--- config.mk ---
export PLATFORM = sky130hd
export DESIGN_NAME = bfiq_cfg
export DESIGN_NICKNAME = d
export VERILOG_FILES = /design/src/sv/bfiq_pkg.sv /design/src/sv/bfiq_cfg.sv
export SDC_FILE = /design/constraint.sdc
export NUM_CORES = 1
export LEC_CHECK = 0
export ABC_AREA = 1
export ABC_CLOCK_PERIOD_IN_PS = 1000
export BUFFER_PORTS_ARGS = -buffer_cell sky130_fd_sc_hd__buf_2
export CAP_MARGIN = 0
export CELL_PAD_IN_SITES_DETAIL_PLACEMENT = 1
export CELL_PAD_IN_SITES_GLOBAL_PLACEMENT = 2
export CORE_MARGIN = 8
export CORE_UTILIZATION = 18
export CTS_CLUSTER_SIZE = 24
export DETAILED_ROUTE_END_ITERATION = 12
export MAX_ROUTING_LAYER = met4
export PLACE_DENSITY = 0.8
export SYNTH_ARGS = -nofsm -noshare
export SYNTH_HDL_FRONTEND = slang
export SYNTH_SLANG_ARGS = --single-unit
export TNS_END_PERCENT = 1
--- constraint.sdc ---
create_clock -name i_clk -period 1 [get_ports i_clk]
set_input_delay 0.2 -clock i_clk [delete_from_list [all_inputs] [get_ports i_clk]]
set_output_delay 0.2 -clock i_clk [all_outputs]
set_load 0.005 [all_outputs]
--- src/sv/bfiq_pkg.sv ---
// Package for the Bloom filter insert and query block.
// Holds the shared constants, operation codes, register map, state type and config struct.
// No dependencies.
package bfiq_pkg;

    localparam int MAX_FILTER_BITS = 65536;
    localparam int MAX_PROBES      = 30;
    localparam int MIN_FILTER_BITS = 64;
    localparam int FB_W            = 17;
    localparam int PC_W            = 5;
    localparam int HASH_W          = 32;
    localparam int OP_W            = 2;
    localparam int BYTE_W          = 8;
    localparam int DELTA_ROT       = 17;
    localparam int APB_AW          = 3;
    localparam int APB_DW          = 32;

    localparam logic [OP_W-1:0] OP_CLEAR  = 2'd0;
    localparam logic [OP_W-1:0] OP_INSERT = 2'd1;
    localparam logic [OP_W-1:0] OP_QUERY  = 2'd2;

    localparam logic [APB_AW-3:0] REG_FILTER_BITS = 1'b0;
    localparam logic [APB_AW-3:0] REG_PROBE_COUNT = 1'b1;

    typedef struct packed {
        logic [FB_W-1:0] filter_bits;
        logic [PC_W-1:0] probe_count;
    } t_cfg;

    typedef enum logic [3:0] {
        S_CLR,
        S_IDLE,
        S_MOD_H,
        S_MOD_D,
        S_MOD_C,
        S_RD,
        S_USE,
        S_WRAP,
        S_DONE
    } t_state;

endpackage

--- src/sv/bfiq_cfg.sv ---
// Configuration register file with an APB-style port.
// Holds filter_bits and probe_count; depends on bfiq_pkg.
module bfiq_cfg (
    input  logic                          i_clk,
    input  logic                          i_rst_n,
    input  logic                          psel,
    input  logic                          penable,
    input  logic                          pwrite,
    input  logic [bfiq_pkg::APB_AW-1:0]   paddr,
    input  logic [bfiq_pkg::APB_DW-1:0]   pwdata,
    output logic [bfiq_pkg::APB_DW-1:0]   prdata,
    output logic                          pready,
    output bfiq_pkg::t_cfg                o_cfg
);

    logic [bfiq_pkg::FB_W-1:0]     r_filter_bits;
    logic [bfiq_pkg::PC_W-1:0]     r_probe_count;
    logic [bfiq_pkg::APB_AW-3:0]   w_index;
    logic                          w_wr;

    assign pready  = 1'b1;
    assign w_index = paddr[bfiq_pkg::APB_AW-1:2];
    assign w_wr    = psel & penable & pwrite;

    always_ff @(posedge i_clk) begin
        if (!i_rst_n) begin
            r_filter_bits <= bfiq_pkg::FB_W'(64);
            r_probe_count <= bfiq_pkg::PC_W'(1);
        end else if (w_wr) begin
            if (w_index == bfiq_pkg::REG_FILTER_BITS) begin
                r_filter_bits <= pwdata[bfiq_pkg::FB_W-1:0];
            end
            if (w_index == bfiq_pkg::REG_PROBE_COUNT) begin
                r_probe_count <= pwdata[bfiq_pkg::PC_W-1:0];
            end
        end
    end

    always_comb begin
        unique case (w_index)
            bfiq_pkg::REG_FILTER_BITS: prdata = bfiq_pkg::APB_DW'(r_filter_bits);
            bfiq_pkg::REG_PROBE_COUNT: prdata = bfiq_pkg::APB_DW'(r_probe_count);
            default:                   prdata = '0;
        endcase
    end

    assign o_cfg.filter_bits = r_filter_bits;
    assign o_cfg.probe_count = r_probe_count;

endmodule

Word-level counts from Yosys, hierarchy flattened
Index checks and enable logic that the tools add are counted.
Operators by class
  muxes and demuxes: 1
  bitwise logic cells: 3
  reductions and logical operators: 2
Operator list (number)
  $pmux W32 S2: 1
  $reduce_and A2 Y1: 2
  $and A1 B1 Y1: 2
  $not A1 Y1: 1
Word-level totals
  flip-flop bits (word level): 22
  input port bits: 40
  output and inout bits: 55
  logic and storage cells: 8

Depth between registers and ports, before layout
  depth in word-level cells: 3
  gate-level depth with buffers: 6

Worst setup path before layout
Ideal clock, no wire load.
  kind: input port to output port
  start point: in paddr[2] (netlist name)
  end point: out prdata[0] (netlist name)
  data arrival time: 0.696 ns
  data required time: 0.800 ns
  path slack: 0.104 ns
  stages: 5
  path buffers: 2
  path through: buf_4 > inv_2 > buf_2 > nand2_1 > nand2_1
Between the ends
  longest elaborated chain between the ends: 2
Ends and longest elaborated chain
  start, declared: RTL line bfiq_cfg.sv:9  | input logic [bfiq_pkg::APB_AW-1:0] paddr,
  $not A1 Y1: RTL line bfiq_cfg.sv:40  | unique case (w_index)
  $pmux W32 S2 (*): RTL line bfiq_cfg.sv:40
  end, declared: RTL line bfiq_cfg.sv:11  | output logic [bfiq_pkg::APB_DW-1:0] prdata,
Every way passes the cells marked *; elsewhere a longest branch is shown, timed or not. The select of a mux whose other input is x is not followed.

Worst setup path in the final report
  start point: reg r_filter_bits[16] (netlist name)
  end point: out prdata[16] (netlist name)
Between the ends
  longest elaborated chain between the ends: 1
Ends and longest elaborated chain
  start, declared: RTL line bfiq_cfg.sv:16  | logic [bfiq_pkg::FB_W-1:0] r_filter_bits;
  start signal, assigned: RTL line bfiq_cfg.sv:27  | r_filter_bits <= bfiq_pkg::FB_W'(64);
  start signal, assigned: RTL line bfiq_cfg.sv:31  | r_filter_bits <= pwdata[bfiq_pkg::FB_W-1:0];
  $pmux W32 S2: RTL line bfiq_cfg.sv:40
Every way passes these cells. The select of a mux whose other input is x is not followed.

==> results.ini <==
[synth]
syn_area_per_cell_um2 = 6.17
ys_types = 15
synthArstFlopShare_pct = 0
yosysTopAreaCell = dfxtp_1
synth_flop_cell = dfxtp_1
ys_warn_count = 0
netlist_area_mm2 = 0.00122
ys_seq_area_share_pct = 36.0
synth_seq_cells = 22
netlist_instances = 198
synth_area_leaders = dfxtp_1 36%, nor2_1 17%, nand2_1 12%
synth_edf_count = 0
synth_top_area_share_pct = 36.0

[floorplanning]
ios = 95
core_mm2 = 0.00668
die-area_mm2 = 0.00968
die_h_um = 98.4
floorplan.rows = 30
die_w_um = 98.4
start_util_pct = 18.3

[clock_tree]
cts.sinks = 22
cts_buffer_depth = 2
path_clk_slew_ps = 80
cts_tree = yes
insertion_delay_ps = 260
cts-htree-levels = 1
cts_root_buffer = clkbuf_8
cts_buffers = 3

[worst_setup_path]
max_stage_delay_ps = 360
path_delay_family = flip-flops
rrSetupSlack_ps = 330
crit_buf_inv = 2
cp-start-kind = flip-flop
cp-end-kind = primary output
rr_startpoint = r_filter_bits[10]$_SDFFE_PN0P_
r2r_cells = 3
reg2reg_to = r_filter_bits[10]$_SDFFE_PN0P_
crit_type = flip-flop to primary output
slowest_stage = dfxtp_2
crit_arrival_ps = 840
path_cells = inv_2 > nor2_2 > buf_2
critical_path.max_fanout = 3
critical_path_required_ps = 800

[power]
p_sw_share_pct = 26.9
p_leak_nw = 0.965
combPwrFrac_pct = 18.6
internal_power_mw = 1.34
power_frac_clock_pct = 30.3
vdd_drop_max_mv = 0.381
total_power_mw = 1.83
p_switching_mw = 0.492
share_seq_of_total_power_pct = 51.1
p_per_area_mw_per_mm2 = 1060

[timing]
min_period_over_period_pct = 104
skew_ps = 0
rsz0062_at_grt = true
hold_violations = 0
slew_viol_final = 0
fmax_ghz = 0.958
finalSetupViolCount = 17
period_minus_slack_ps = 1040
setup_ws_ps = -43.6
fin_setup_tns_ps = -307

[drt]
avgViaCountPerCell = 3.79
firstDrtPassIters = 2
drc = 0
vias = 1299
wirelength_um = 4030
drt_iter0_markers = 29
drtAntennaViolNets = 0
wire_per_inst_um = 11.7

[worst_hold_path]
min_path_cells = 3
min-delay-start = pwdata[6]
min_to = r_filter_bits[6]$_SDFFE_PN1P_
hp-class = primary input to flip-flop

[outcome]
violations = negative setup slack
status = complete, but fails checks

[placed_design]
detailed_place_hpwl_um = 3220
io_buffer_count = 61
gp_congestion = 0.651
dpl_cell_area_mm2 = 0.00163
pre_cts_ws_ps = -12.2

[grt]
antenna_found_initial = 0
grt_pass1_vias = 1405
grt_pass1_wl_um = 6840
grt_max_degree = 23
grtUsageTotal_pct = 8.85
grt-ovfl-total = 0

[finish]
syn2layout_area_growth_pct = 41.0
fill_cells = 877
final_util_pct = 25.8
nNetsFinal = 305
drive_gt1_share_pct = 39.9
post-route-cell-area_mm2 = 0.00172
n_antenna_cell = 0

[job]
maxCapViolCount = 0

-- layout make-up --
cell class / count / area, µm² / share of cell area (%)
multi-input combinational: 134 / 552 / 32.0
sequential: 22 / 468 / 27.1
timing repair buffer: 74 / 450 / 26.1
inverter: 30 / 113 / 6.53
tap: 80 / 100 / 5.81
clock buffer: 3 / 41.3 / 2.39
-- per-stage QoR --
step / hold WS (ps) / std cells
final: 151 / 343
after global placement: 419 / 338
after detailed placement: 421 / 338
after global routing: 139 / 343
after floorplan: 321 / 212
after CTS: 143 / 341
-- cells by family after synthesis --
logic type	share of synthesized area [%]
other	0.614
AND/OR/NAND/NOR	39.0
AO/OA/AOI/OAI	0.819
flip-flops	36.0
buffers and inverters	23.5
-- layout by cell type, fill, tap and decap left out, drive strengths merged --
cell    Yosys  final
o21ai       2      2
nand3      23     23
inv        30     30
nand2      38     38
buf        25     74
conb        2     16
clkbuf      1      3
nor2       55     55
dfxtp      22     22
-- per-layer routing --
| metal | vias to the layer above | track usage, % | routed length, µm |
|---|---|---|---|
| met4 | 0 | 2.13 | 14 |
| met3 | 2 | 3.10 | 291 |
| met5 | - | - | 0 |
| met1 | 572 | 10.1 | 1950 |
| li1 | 679 | - | - |
| met2 | 46 | 14.5 | 1770 |
-- state kept, by name (all words and copies together), names as in the netlist --
register and flops:
r_filter_bits 17, r_probe_count 5
-- power by group through the flow --
| stage | Clock (mW) | Combinational [mW] | Sequential (mW) |
|---|---|---|---|
| after global placement | 0 | 0.337 | 0.949 |
| final | 0.554 | 0.341 | 0.934 |
| after CTS | 0.598 | 0.342 | 0.935 |
| after global routing | 0.632 | 0.396 | 0.940 |
| after floorplan | 0 | 0.210 | 0.950 |
| after detailed placement | 0 | 0.341 | 0.949 |
-- synthesized netlist by cell type (2+ instances only) --
| cell | number |
|---|---|
| buf_1 | 2 |
| inv_1 | 29 |
| nand3_1 | 22 |
| dfxtp_1 | 22 |
| buf_4 | 17 |
| conb_1 | 2 |
| nor2_1 | 54 |
| buf_2 | 5 |
| nand2_1 | 38 |
| o21ai_0 | 2 |
-- worst max path at each step --
stage | startpoint | to | slack, ps | cells after the start
finish | r_filter_bits[16]$_SDFFE_PN0P_ | prdata[16] | -40 | 3
global route | r_filter_bits[16]$_SDFFE_PN0P_ | prdata[16] | -110 | 3
CTS | r_filter_bits[15]$_SDFFE_PN0P_ | prdata[15] | -60 | 3
detailed placement | paddr[2] | prdata[2] | -10 | 6
global placement | paddr[2] | prdata[1] | 20 | 6
floorplan | paddr[2] | prdata[0] | 100 | 5
-- worst reg2reg max path, cell delays in order, from the launching register on --
cell and delay, ps:
dfxtp_2 330, buf_6 110, nor2_1 90, nor2_1 50
-- what timing repair did --
action	in CTS	in global routing
hold endpoints to repair	0	0
setup endpoints to repair	17	17
cloned	0	0
setup buffers	0	2
resized for setup	22	5
pin swaps	5	3
hold buffers	0	0
Note: power is estimated with default switching activity, not from simulation.
