$ cat src/sv/bfiq_pkg.sv
// Package for the Bloom filter insert and query block.
// Holds the shared constants, operation codes, register map, state type and config struct.
// No dependencies.
package bfiq_pkg;

    localparam int MAX_FILTER_BITS = 65536;
    localparam int MAX_PROBES      = 30;
    localparam int MIN_FILTER_BITS = 64;
    localparam int FB_W            = 17;
    localparam int PC_W            = 5;
    localparam int HASH_W          = 32;
    localparam int OP_W            = 2;
    localparam int BYTE_W          = 8;
    localparam int DELTA_ROT       = 17;
    localparam int APB_AW          = 3;
    localparam int APB_DW          = 32;

    localparam logic [OP_W-1:0] OP_CLEAR  = 2'd0;
    localparam logic [OP_W-1:0] OP_INSERT = 2'd1;
    localparam logic [OP_W-1:0] OP_QUERY  = 2'd2;

    localparam logic [APB_AW-3:0] REG_FILTER_BITS = 1'b0;
    localparam logic [APB_AW-3:0] REG_PROBE_COUNT = 1'b1;

    typedef struct packed {
        logic [FB_W-1:0] filter_bits;
        logic [PC_W-1:0] probe_count;
    } t_cfg;

    typedef enum logic [3:0] {
        S_CLR,
        S_IDLE,
        S_MOD_H,
        S_MOD_D,
        S_MOD_C,
        S_RD,
        S_USE,
        S_WRAP,
        S_DONE
    } t_state;

endpackage

$ cat src/sv/bfiq_mod.sv
// Shared iterative modulo unit: 32-bit dividend reduced by the filter size, one bit a cycle.
// Depends on bfiq_pkg.
module bfiq_mod #(
    parameter int POS_W = 16
) (
    input  logic                          i_clk,
    input  logic                          i_rst_n,
    input  logic                          i_start,
    input  logic [bfiq_pkg::HASH_W-1:0]   i_dividend,
    input  logic [POS_W:0]                i_divisor,
    output logic                          o_done,
    output logic [POS_W-1:0]              o_rem
);

    localparam int CNT_W = $clog2(bfiq_pkg::HASH_W);

    logic                          r_busy;
    logic                          r_done;
    logic [CNT_W-1:0]              r_cnt;
    logic [bfiq_pkg::HASH_W-1:0]   r_dvd;
    logic [POS_W-1:0]              r_rem;
    logic [POS_W:0]                w_shift;
    logic [POS_W:0]                w_diff;

    assign w_shift = {r_rem, r_dvd[bfiq_pkg::HASH_W-1]};
    assign w_diff  = w_shift - i_divisor;

    always_ff @(posedge i_clk) begin
        if (!i_rst_n) begin
            r_busy <= 1'b0;
            r_done <= 1'b0;
            r_cnt  <= '0;
        end else begin
            r_done <= r_busy && (r_cnt == CNT_W'(bfiq_pkg::HASH_W - 1));
            if (i_start) begin
                r_busy <= 1'b1;
                r_cnt  <= '0;
            end else if (r_busy) begin
                r_cnt <= r_cnt + CNT_W'(1);
                if (r_cnt == CNT_W'(bfiq_pkg::HASH_W - 1)) begin
                    r_busy <= 1'b0;
                end
            end
        end
    end

    always_ff @(posedge i_clk) begin
        if (i_start) begin
            r_dvd <= i_dividend;
            r_rem <= '0;
        end else if (r_busy) begin
            r_dvd <= {r_dvd[bfiq_pkg::HASH_W-2:0], 1'b0};
            r_rem <= (w_shift >= i_divisor) ? w_diff[POS_W-1:0] : w_shift[POS_W-1:0];
        end
    end

    assign o_done = r_done;
    assign o_rem  = r_rem;

endmodule

$ cat config.mk
export PLATFORM = sky130hd
export DESIGN_NAME = bfiq_mod
export DESIGN_NICKNAME = d
export VERILOG_FILES = /design/src/sv/bfiq_pkg.sv /design/src/sv/bfiq_mod.sv
export SDC_FILE = /design/constraint.sdc
export NUM_CORES = 1
export LEC_CHECK = 0
export ABC_AREA = 1
export BUFFER_PORTS_ARGS = -buffer_cell sky130_fd_sc_hd__buf_4
export CAP_MARGIN = 0
export CORE_MARGIN = 8
export CORE_UTILIZATION = 56
export DETAILED_ROUTE_END_ITERATION = 6
export GPL_ROUTABILITY_DRIVEN = 0
export PLACE_DENSITY = 0.84
export SKIP_LAST_GASP = 1
export SLEW_MARGIN = 10
export SYNTH_ARGS = -nofsm -noshare
export SYNTH_HDL_FRONTEND = slang
export SYNTH_SLANG_ARGS = --single-unit
$ cat constraint.sdc
create_clock -name i_clk -period 2.5 [get_ports i_clk]
set_clock_uncertainty 0.15 [all_clocks]
set_input_delay 0.375 -clock i_clk [delete_from_list [all_inputs] [get_ports i_clk]]
set_output_delay 0.375 -clock i_clk [all_outputs]
set_load 0.03 [all_outputs]
## After elaboration in Yosys (flattened, before gate mapping)

Cells that the tools add are included.

- Register bits after elaboration: 55
- Input port bits: 52
- Output and inout port bits: 17
- Word-level logic and storage cells: 19

- Add/sub/neg operators: 2
- $lt $le $gt $ge: 1
- Equal/unequal tests: 1
- Mux-type cells: 6
- Bitwise operators: 1
- Reductions and logical operators: 3

Operator list:

| cell | count |
|---|---|
| $mux W32 | 2 |
| $ge A17 B17 Y1 | 1 |
| $mux W16 | 1 |
| $sub A16 B16 Y16 | 1 |
| $add A5 B1 Y5 const B | 1 |
| $eq A5 B5 Y1 const B | 1 |
| $mux W1 | 3 |
| $reduce_bool A2 Y1 | 1 |
| $reduce_or A2 Y1 | 1 |
| $logic_and A1 B1 Y1 | 1 |
| $not A1 Y1 | 1 |

## Depth between registers and ports, before layout

Gate-level depths: netlist (run 1).

- Word-level depth: 4
- Depth in mapped cells: 15
- Mapped depth without buffers: 15

## Least setup slack after synthesis (run 1)

No wires, ideal clock.

- Path type: reg-to-reg
- Start point: reg r_rem[1] (netlist: o_rem[1])
- End point: reg r_rem[5] (netlist: o_rem[5])
- Setup time: 0.151 ns
- Data arrival time: 1.788 ns
- Required time: 2.199 ns
- Slack: 0.412 ns
- Stages on the path, launching flop included: 13
- Buffers on the path: 1
- Period minus slack after synthesis: 2.088 ns
- Path through: dfxtp_1 -> ha_1 -> nand2_1 -> nand2_1 -> nand2_1 -> nand2_1 -> nand2_1 -> nand3_2 -> nand2_4 -> buf_4 -> nand3_1 -> nand3_2 -> o21ai_2

- Longest elaborated chain between the ends: 2
- Elaborated cells on any way between the ends: 3
- Classes of those cells: add/sub: 1; order compare: 1; mux: 1

Ends and longest elaborated chain:

| item | line | text |
|---|---|---|
| from (decl) | bfiq_mod.sv:21 | `logic [POS_W-1:0] r_rem;` |
| from (signal assigned) | bfiq_mod.sv:53 | `r_rem <= (w_shift >= i_divisor) ? w_diff[POS_W-1:0] : w_shift[POS_W-1:0];` |
| $sub A16 B16 Y16 / $ge A17 B17 Y1 (equally long branches) | bfiq_mod.sv:26, bfiq_mod.sv:53 |  |
| $mux W16 * | bfiq_mod.sv:53 |  |

Mark *: on every way between the ends. The rest lies on a longest branch, timed or not.
A chain may end at the register's enable or synchronous reset.

## Worst setup path in the final report (run 1)

- Start point: reg r_rem[9] (netlist: o_rem[9])
- End point: reg r_rem[7] (netlist: o_rem[7])

- Longest elaborated chain between the ends: 2

Ends and longest elaborated chain:

| item | line |
|---|---|
| $ge A17 B17 Y1 | bfiq_mod.sv:53 |
| $mux W16 | bfiq_mod.sv:53 |

No other way between the ends.

==> out/results.txt, run 1 <==
Slowest CP cell: ha_1
Pint: 1350 uW
Slew Limit Fails: 0
F_max: 455 MHz
Sw power: 478 uW
Crit path largest cell delay: 0.39 ns
Post-synthesis sequential area ratio: 40.3%
RSZ-0062 raised after global routing: no
Final ANT Viol Nets: 0
Tmin final: 2.20 ns
Setup slack after layout: 0.301 ns
Via count: 3298
Fraction of registers with async set/reset: 0%
Total power per unit cell area: 435 nW/um^2
Post-route cell area: 4210 sq um
H-tree depth: 2
Final Setup Violations: 0
Die ar.: 9100 sq um
Root Buffer: clkbuf_8
HPWL after DPL: 6.72 mm
Crit path DAT: 2.25 ns
DRT Wirelength: 8.44 mm
Flop pwr share: 57.3%
Synth cell count leaders: nand2_1 (215), inv_1 (76), nand3_1 (39)
Drt first pass iters: 4
Part of the cycle the worst path needs: 88.0%
Grt ovf: 0
Final hold vios: 0
Synthesized flop and latch total: 55
Share of layout cells above drive strength 1: 17.1%
Crit-path max FO: 15
Vias per inst: 5.13
Status: completed
Combinational Power Share: 15.5%
Net Sw Frac: 26.1%
Layout Nets: 637
Worst-skew pair later-pin latency: 0.30 ns
Mean post-synth cell area: 7.12 sq um
Inserted Clock Buffers: 5
Critical Path RT: 2.55 ns
Post-synth EDFFs: 32
Post-synth top flop: edfxtp_1
Final core utilization: 67.5%
Clk sinks: 55
Cell mode on critical path: nand2_1
Diode count: 0
Avg WL per Cell: 13.1 um
Most frequent cell after synthesis: nand2_1
Net Count, Synth: 568
CTS tree: done
Ports: 69
Post-CTS sizing: 0
Warnings from Yosys: 0
Static Leak: 0.00228 uW
Die height: 95.4 um
Total core area: 6240 sq um
# rows: 29
Setup crit end kind: register
Slew @ Worst Pin: 0.470 ns
Worst setup path category: reg -> reg
Top cells by area, synth: edfxtp_1 (27%), nand2_1 (23%), dfxtp_1 (13%)
Worst IR Drop VDD: 0.503 mV
Post-synthesis instance total: 496
Initial Util: 56.6%
Hold Buf Count CTS: 0
Worst-path clk slew: 0.10 ns
Unique masters post-synth: 31
Worst-path cell chain: ha_1 > nand2_2 > nor2_2 > nand2_1 > o21ai_2 > nor2_4 > buf_4 > nand2_4 > nand2_1 > nand3_1 > o21ai_0
Initial antenna violation count: 0
Sum of buffers and inverters on the critical path: 1
Area grow syn2layout: 19.2%
Clk pwr share: 27.2%
Largest net degree at the start of global routing: 36
TNS Setup: 0 ns
Yosys top cell area share: 27.2%
CP delay by family, top: simple AND/OR/NAND/NOR gates
Clk buf depth: 2
Max-cap check violation count: 0
Vias in the first global route: 3250
Startpoint types: register
Slew Limit Headroom: 68.6%
Largest area contributor in the netlist: edfxtp_1
Post-CTS Setup Inserts: 0
First DRT Iteration DRCs: 232
First-pass GRT wire length: 14.2 mm
Worst Hold Class: in -> reg
Syn Std Cell Area: 3530 sq um
DRC violations left: 0
Fillers: 546
DP Worst Slack: 0.205 ns
DP Area: 4120 sq um
Gr usage total: 19.2%
Die X: 95.4 um
Buffers on Ports: 68
-- final cells by class --
class,instances,area (sq um),share of cell area [%]
Clock inverter,2,17.5,0.416
Clock buffer,6,72.6,1.72
Sequential cell,55,1420,33.8
Inverter,76,285,6.78
Timing Repair Buffer,74,568,13.5
Tap cell,77,96.3,2.29
Multi-Input combinational cell,353,1750,41.5
-- logic make-up (layout without fill, tap and decap cells) --
logic type,after synthesis,in the layout,share of synthesized area (%)
buffers and inverters,88,158,10.2
and+or+nand+nor,300,300,36.5
AOI/OAI and AO/OA,26,26,4.00
DFF,55,55,40.3
xor gates and xnor gates,7,7,1.74
adders and majority gates,20,20,7.30
-- power groups by stage --
stage	sequential, uW	clock [uW]	combinational (uW)
2_1_floorplan	1070	0	168
3_3_place_gp	1070	0	274
3_5_place_dp	1070	0	282
4_1_cts	1050	507	284
5_1_grt	1060	551	320
6_report	1050	499	284
-- worst reg2reg max path, stage by stage, from the launching register on --
cell	delay [ns]
dfxtp_1	0.36
ha_1	0.39
nand2_2	0.12
nor2_2	0.16
nand2_1	0.09
o21ai_2	0.20
nor2_4	0.04
buf_4	0.18
nand2_4	0.17
nand2_1	0.09
nand3_1	0.07
o21ai_0	0.07
-- state kept, by name, summed over array words and instances, names as in the netlist --
register and count:
o_done 1, o_rem 16, r_busy 1, r_cnt 5, r_dvd 32
-- through the flow --
step	cells	power (uW)	hold WS, ns
after global routing	643	1930	0.158
final	643	1830	0.170
after CTS	643	1840	0.168
after floorplan	496	1230	0.294
after detailed placement	635	1350	0.311
after global placement	635	1340	0.304
-- routing by layer --
layer / part of all wire [%] / GRT usage, % / vias up
met5: 0 / 0 / -
met4: 1.7 / 7.17 / 0
met3: 7.2 / 4.41 / 14
met2: 48 / 31.9 / 120
met1: 43 / 23.9 / 1472
li1: - / - / 1692
-- cell usage in the layout, fill, tap and decap left out, drive strengths merged, types with 2 or more instances in the layout --
master	n
a21oi	11
nand2	218
xnor2	5
o21ai	13
nand3b	6
clkinv	2
nor2	19
ha	19
edfxtp	32
nor3	9
nand3	43
clkbuf	6
nand4	4
buf	74
xor2	2
inv	76
dfxtp	23
-- worst paths after layout --
path | slack [ns] | to | cells after the start | startpoint
setup / recovery | 0.30 | o_rem[7] | 11 | o_rem[9]
hold / removal | 0.17 | r_dvd[0] | 3 | i_dividend[0]
setup reg to reg | 0.30 | o_rem[7] | 11 | o_rem[9]
hold reg to reg | 0.32 | r_cnt[4] | 2 | r_cnt[4]
No activity file was read; power rests on OpenSTA's default activity.
==> run 2, diff against run 1 <==
--- a/config.mk
+++ b/config.mk
@@ -9,10 +9,10 @@
 export BUFFER_PORTS_ARGS = -buffer_cell sky130_fd_sc_hd__buf_4
 export CAP_MARGIN = 0
 export CORE_MARGIN = 8
-export CORE_UTILIZATION = 56
+export CORE_UTILIZATION = 50
 export DETAILED_ROUTE_END_ITERATION = 6
 export GPL_ROUTABILITY_DRIVEN = 0
-export PLACE_DENSITY = 0.84
+export PLACE_DENSITY = 0.79
 export SKIP_LAST_GASP = 1
 export SLEW_MARGIN = 10
 export SYNTH_ARGS = -nofsm -noshare
==> constraint.sdc (replaced) <==
create_clock -name i_clk -period 1.8 [get_ports i_clk]
set_clock_uncertainty 0.15 [all_clocks]
set_input_delay 0.27 -clock i_clk [delete_from_list [all_inputs] [get_ports i_clk]]
set_output_delay 0.27 -clock i_clk [all_outputs]
set_load 0.03 [all_outputs]
==> out/results.txt, run 2 (synthesized netlist as in run 1, its figures left out) <==
Slew @ Worst Pin: 0.341 ns (was 0.470 ns)
Root Buffer: clkbuf_8 (unchanged)
TNS Setup: -3.22 ns (was 0 ns)
Most common cell after layout, fill and taps aside: nand2_1 (unchanged)
Setup slack after layout: -0.245 ns (was 0.301 ns)
Total power per unit cell area: 512 nW/um^2 (was 435 nW/um^2)
Hold Startpoint: i_dividend[0] (unchanged)
Ports: 69 (unchanged)
F_max: 489 MHz (was 455 MHz)
Area grow syn2layout: 49.6% (was 19.2%)
Slew Limit Headroom: 77.2% (was 68.6%)
Terminus of the critical flop-to-flop path: o_rem[2] (was o_rem[7])
R2r setup slk: -0.25 ns (was 0.30 ns)
Clk buf depth: 2 (unchanged)
DRT Wirelength: 10.3 mm (was 8.44 mm)
Die height: 100 um (was 95.4 um)
First-pass GRT wire length: 16.3 mm (was 14.2 mm)
HPWL after DPL: 7.05 mm (was 6.72 mm)
Static Leak: 0.00267 uW (was 0.00228 uW)
Final Setup Violations: 16 (was 0)
Startpoint types: register (unchanged)
Crit Reg-Reg Startpoint: o_rem[9] (unchanged)
Worst-skew pair later-pin latency: 0.32 ns (was 0.30 ns)
Part of the cycle the worst path needs: 114% (was 88.0%)
Failing checks: setup timing
Vias in the first global route: 3695 (was 3250)
Setup crit end kind: register (unchanged)
Worst setup path category: reg -> reg (unchanged)
Crit-path max FO: 5 (was 15)
Final ANT Viol Nets: 0 (unchanged)
Post-route insts no fill: 729 (was 643)
Largest register by flop count: r_dvd (unchanged)
Gr usage total: 19.9% (was 19.2%)
Post-placement cell count: 702 (was 635)
First DRT Iteration DRCs: 220 (was 232)
Fillers: 486 (was 546)
Buffers on Ports: 68 (unchanged)
Share of layout cells above drive strength 1: 38.5% (was 17.1%)
Die X: 100 um (was 95.4 um)
Layout Nets: 704 (was 637)
Slew Limit Fails: 0 (unchanged)
Final core utilization: 77.3% (was 67.5%)
Status: finished with violations (was completed)
Die ar.: 10000 sq um (was 9100 sq um)
Worst-path clk slew: 0.11 ns (was 0.10 ns)
Grt ovf: 0 (unchanged)
Avg WL per Cell: 14.1 um (was 13.1 um)
Worst IR Drop VDD: 0.486 mV (was 0.503 mV)
Largest net degree at the start of global routing: 35 (was 36)
Via count: 3728 (was 3298)
Hold Buf Count CTS: 0 (unchanged)
Total core area: 6830 sq um (was 6240 sq um)
Worst hold stages: 3 (unchanged)
DRC violations left: 0 (unchanged)
# rows: 30 (was 29)
Initial Util: 51.7% (was 56.6%)
H-tree depth: 2 (unchanged)
RSZ-0062 raised after global routing: yes (was no)
Initial antenna violation count: 0 (unchanged)
Tmin final: 2.05 ns (was 2.20 ns)
R2r worst-path depth: 13 (was 11)
Diode count: 0 (unchanged)
Final hold vios: 0 (unchanged)
Vias per inst: 5.11 (was 5.13)
Drt first pass iters: 4 (unchanged)
Max-cap check violation count: 0 (unchanged)
Worst Hold Class: in -> reg (unchanged)
Clk sinks: 55 (unchanged)
Crit path DAT: 2.11 ns (was 2.25 ns)
Critical Path RT: 1.87 ns (was 2.55 ns)
Inserted Clock Buffers: 5 (unchanged)
CTS tree: done (unchanged)
WHS Endpoint: r_dvd[0] (unchanged)
Max reg flops: 32 (unchanged)
Commonest cells after routing, fill and taps aside: nand2_1 (187), buf_4 (129), inv_1 (70) (was nand2_1 (215), inv_1 (76), buf_4 (73))
[run 2: final cells by class]
| class | instances | area (sq um) | area share [%] |
|---|---|---|---|
| tap | 96 | 120 | 2.27 |
| clock buffer | 5 | 68.8 | 1.30 |
| sequential | 55 | 1480 | 28.0 |
| multi-input combinational | 354 | 2200 | 41.6 |
| clock inverter | 3 | 23.8 | 0.450 |
| timing repair buffer | 140 | 1100 | 20.9 |
| inverter | 76 | 289 | 5.47 |
[run 2: metrics by stage]
step	setup slack (ns)	hold slack (ns)	power, uW	instance area (sq um)
2_1_floorplan	-0.0830	0.254	1730	3840
3_3_place_gp	-0.181	0.303	1920	4820
3_5_place_dp	-0.247	0.325	1940	4820
4_1_cts	-0.146	0.0530	2700	5130
5_1_grt	-0.294	0.0521	2830	5280
6_report	-0.245	0.0610	2710	5280
[run 2: power by group]
part / total [uW] / switching (uW) / internal, uW
combinational: 538 / 277 / 261
sequential: 1440 / 33.0 / 1410
clock: 729 / 446 / 283
[run 2: repair_timing]
action | CTS | global route
setup buffers | 11 | 6
gates cloned | 1 | 1
gates resized for setup | 32 | 27
setup endpoints to repair | 16 | 48
pin swaps | 29 | 15
[run 2: how the worst max path moves through the flow]
stage | startpoint | to | cells past startpoint
global route | o_rem[9] | o_rem[2] | 13
global placement | r_dvd[31] | o_rem[14] | 14
finish | o_rem[9] | o_rem[2] | 13
detailed placement | r_dvd[31] | o_rem[14] | 14
floorplan | r_dvd[31] | o_rem[14] | 14
CTS | r_dvd[31] | o_rem[12] | 13
[run 2: metal layers]
metal / part of all wire [%] / wire length, um / global-route usage (%)
met5: 0 / 0 / 0
met4: 3.6 / 371 / 10.3
met3: 6.7 / 685 / 4.50
met2: 51 / 5230 / 35.0
met1: 39 / 3990 / 21.8
[run 2: critical path, cell delays in order (launching register included)]
cell     delay, ns
dfxtp_4       0.37
ha_4          0.25
buf_6         0.12
nand2_4       0.06
nand2_4       0.05
nand2_2       0.07
nand2_2       0.06
nand2_2       0.09
o21ai_4       0.07
nor2_4        0.21
buf_2         0.21
nand3_2       0.09
nand3_2       0.09
o21ai_2       0.05
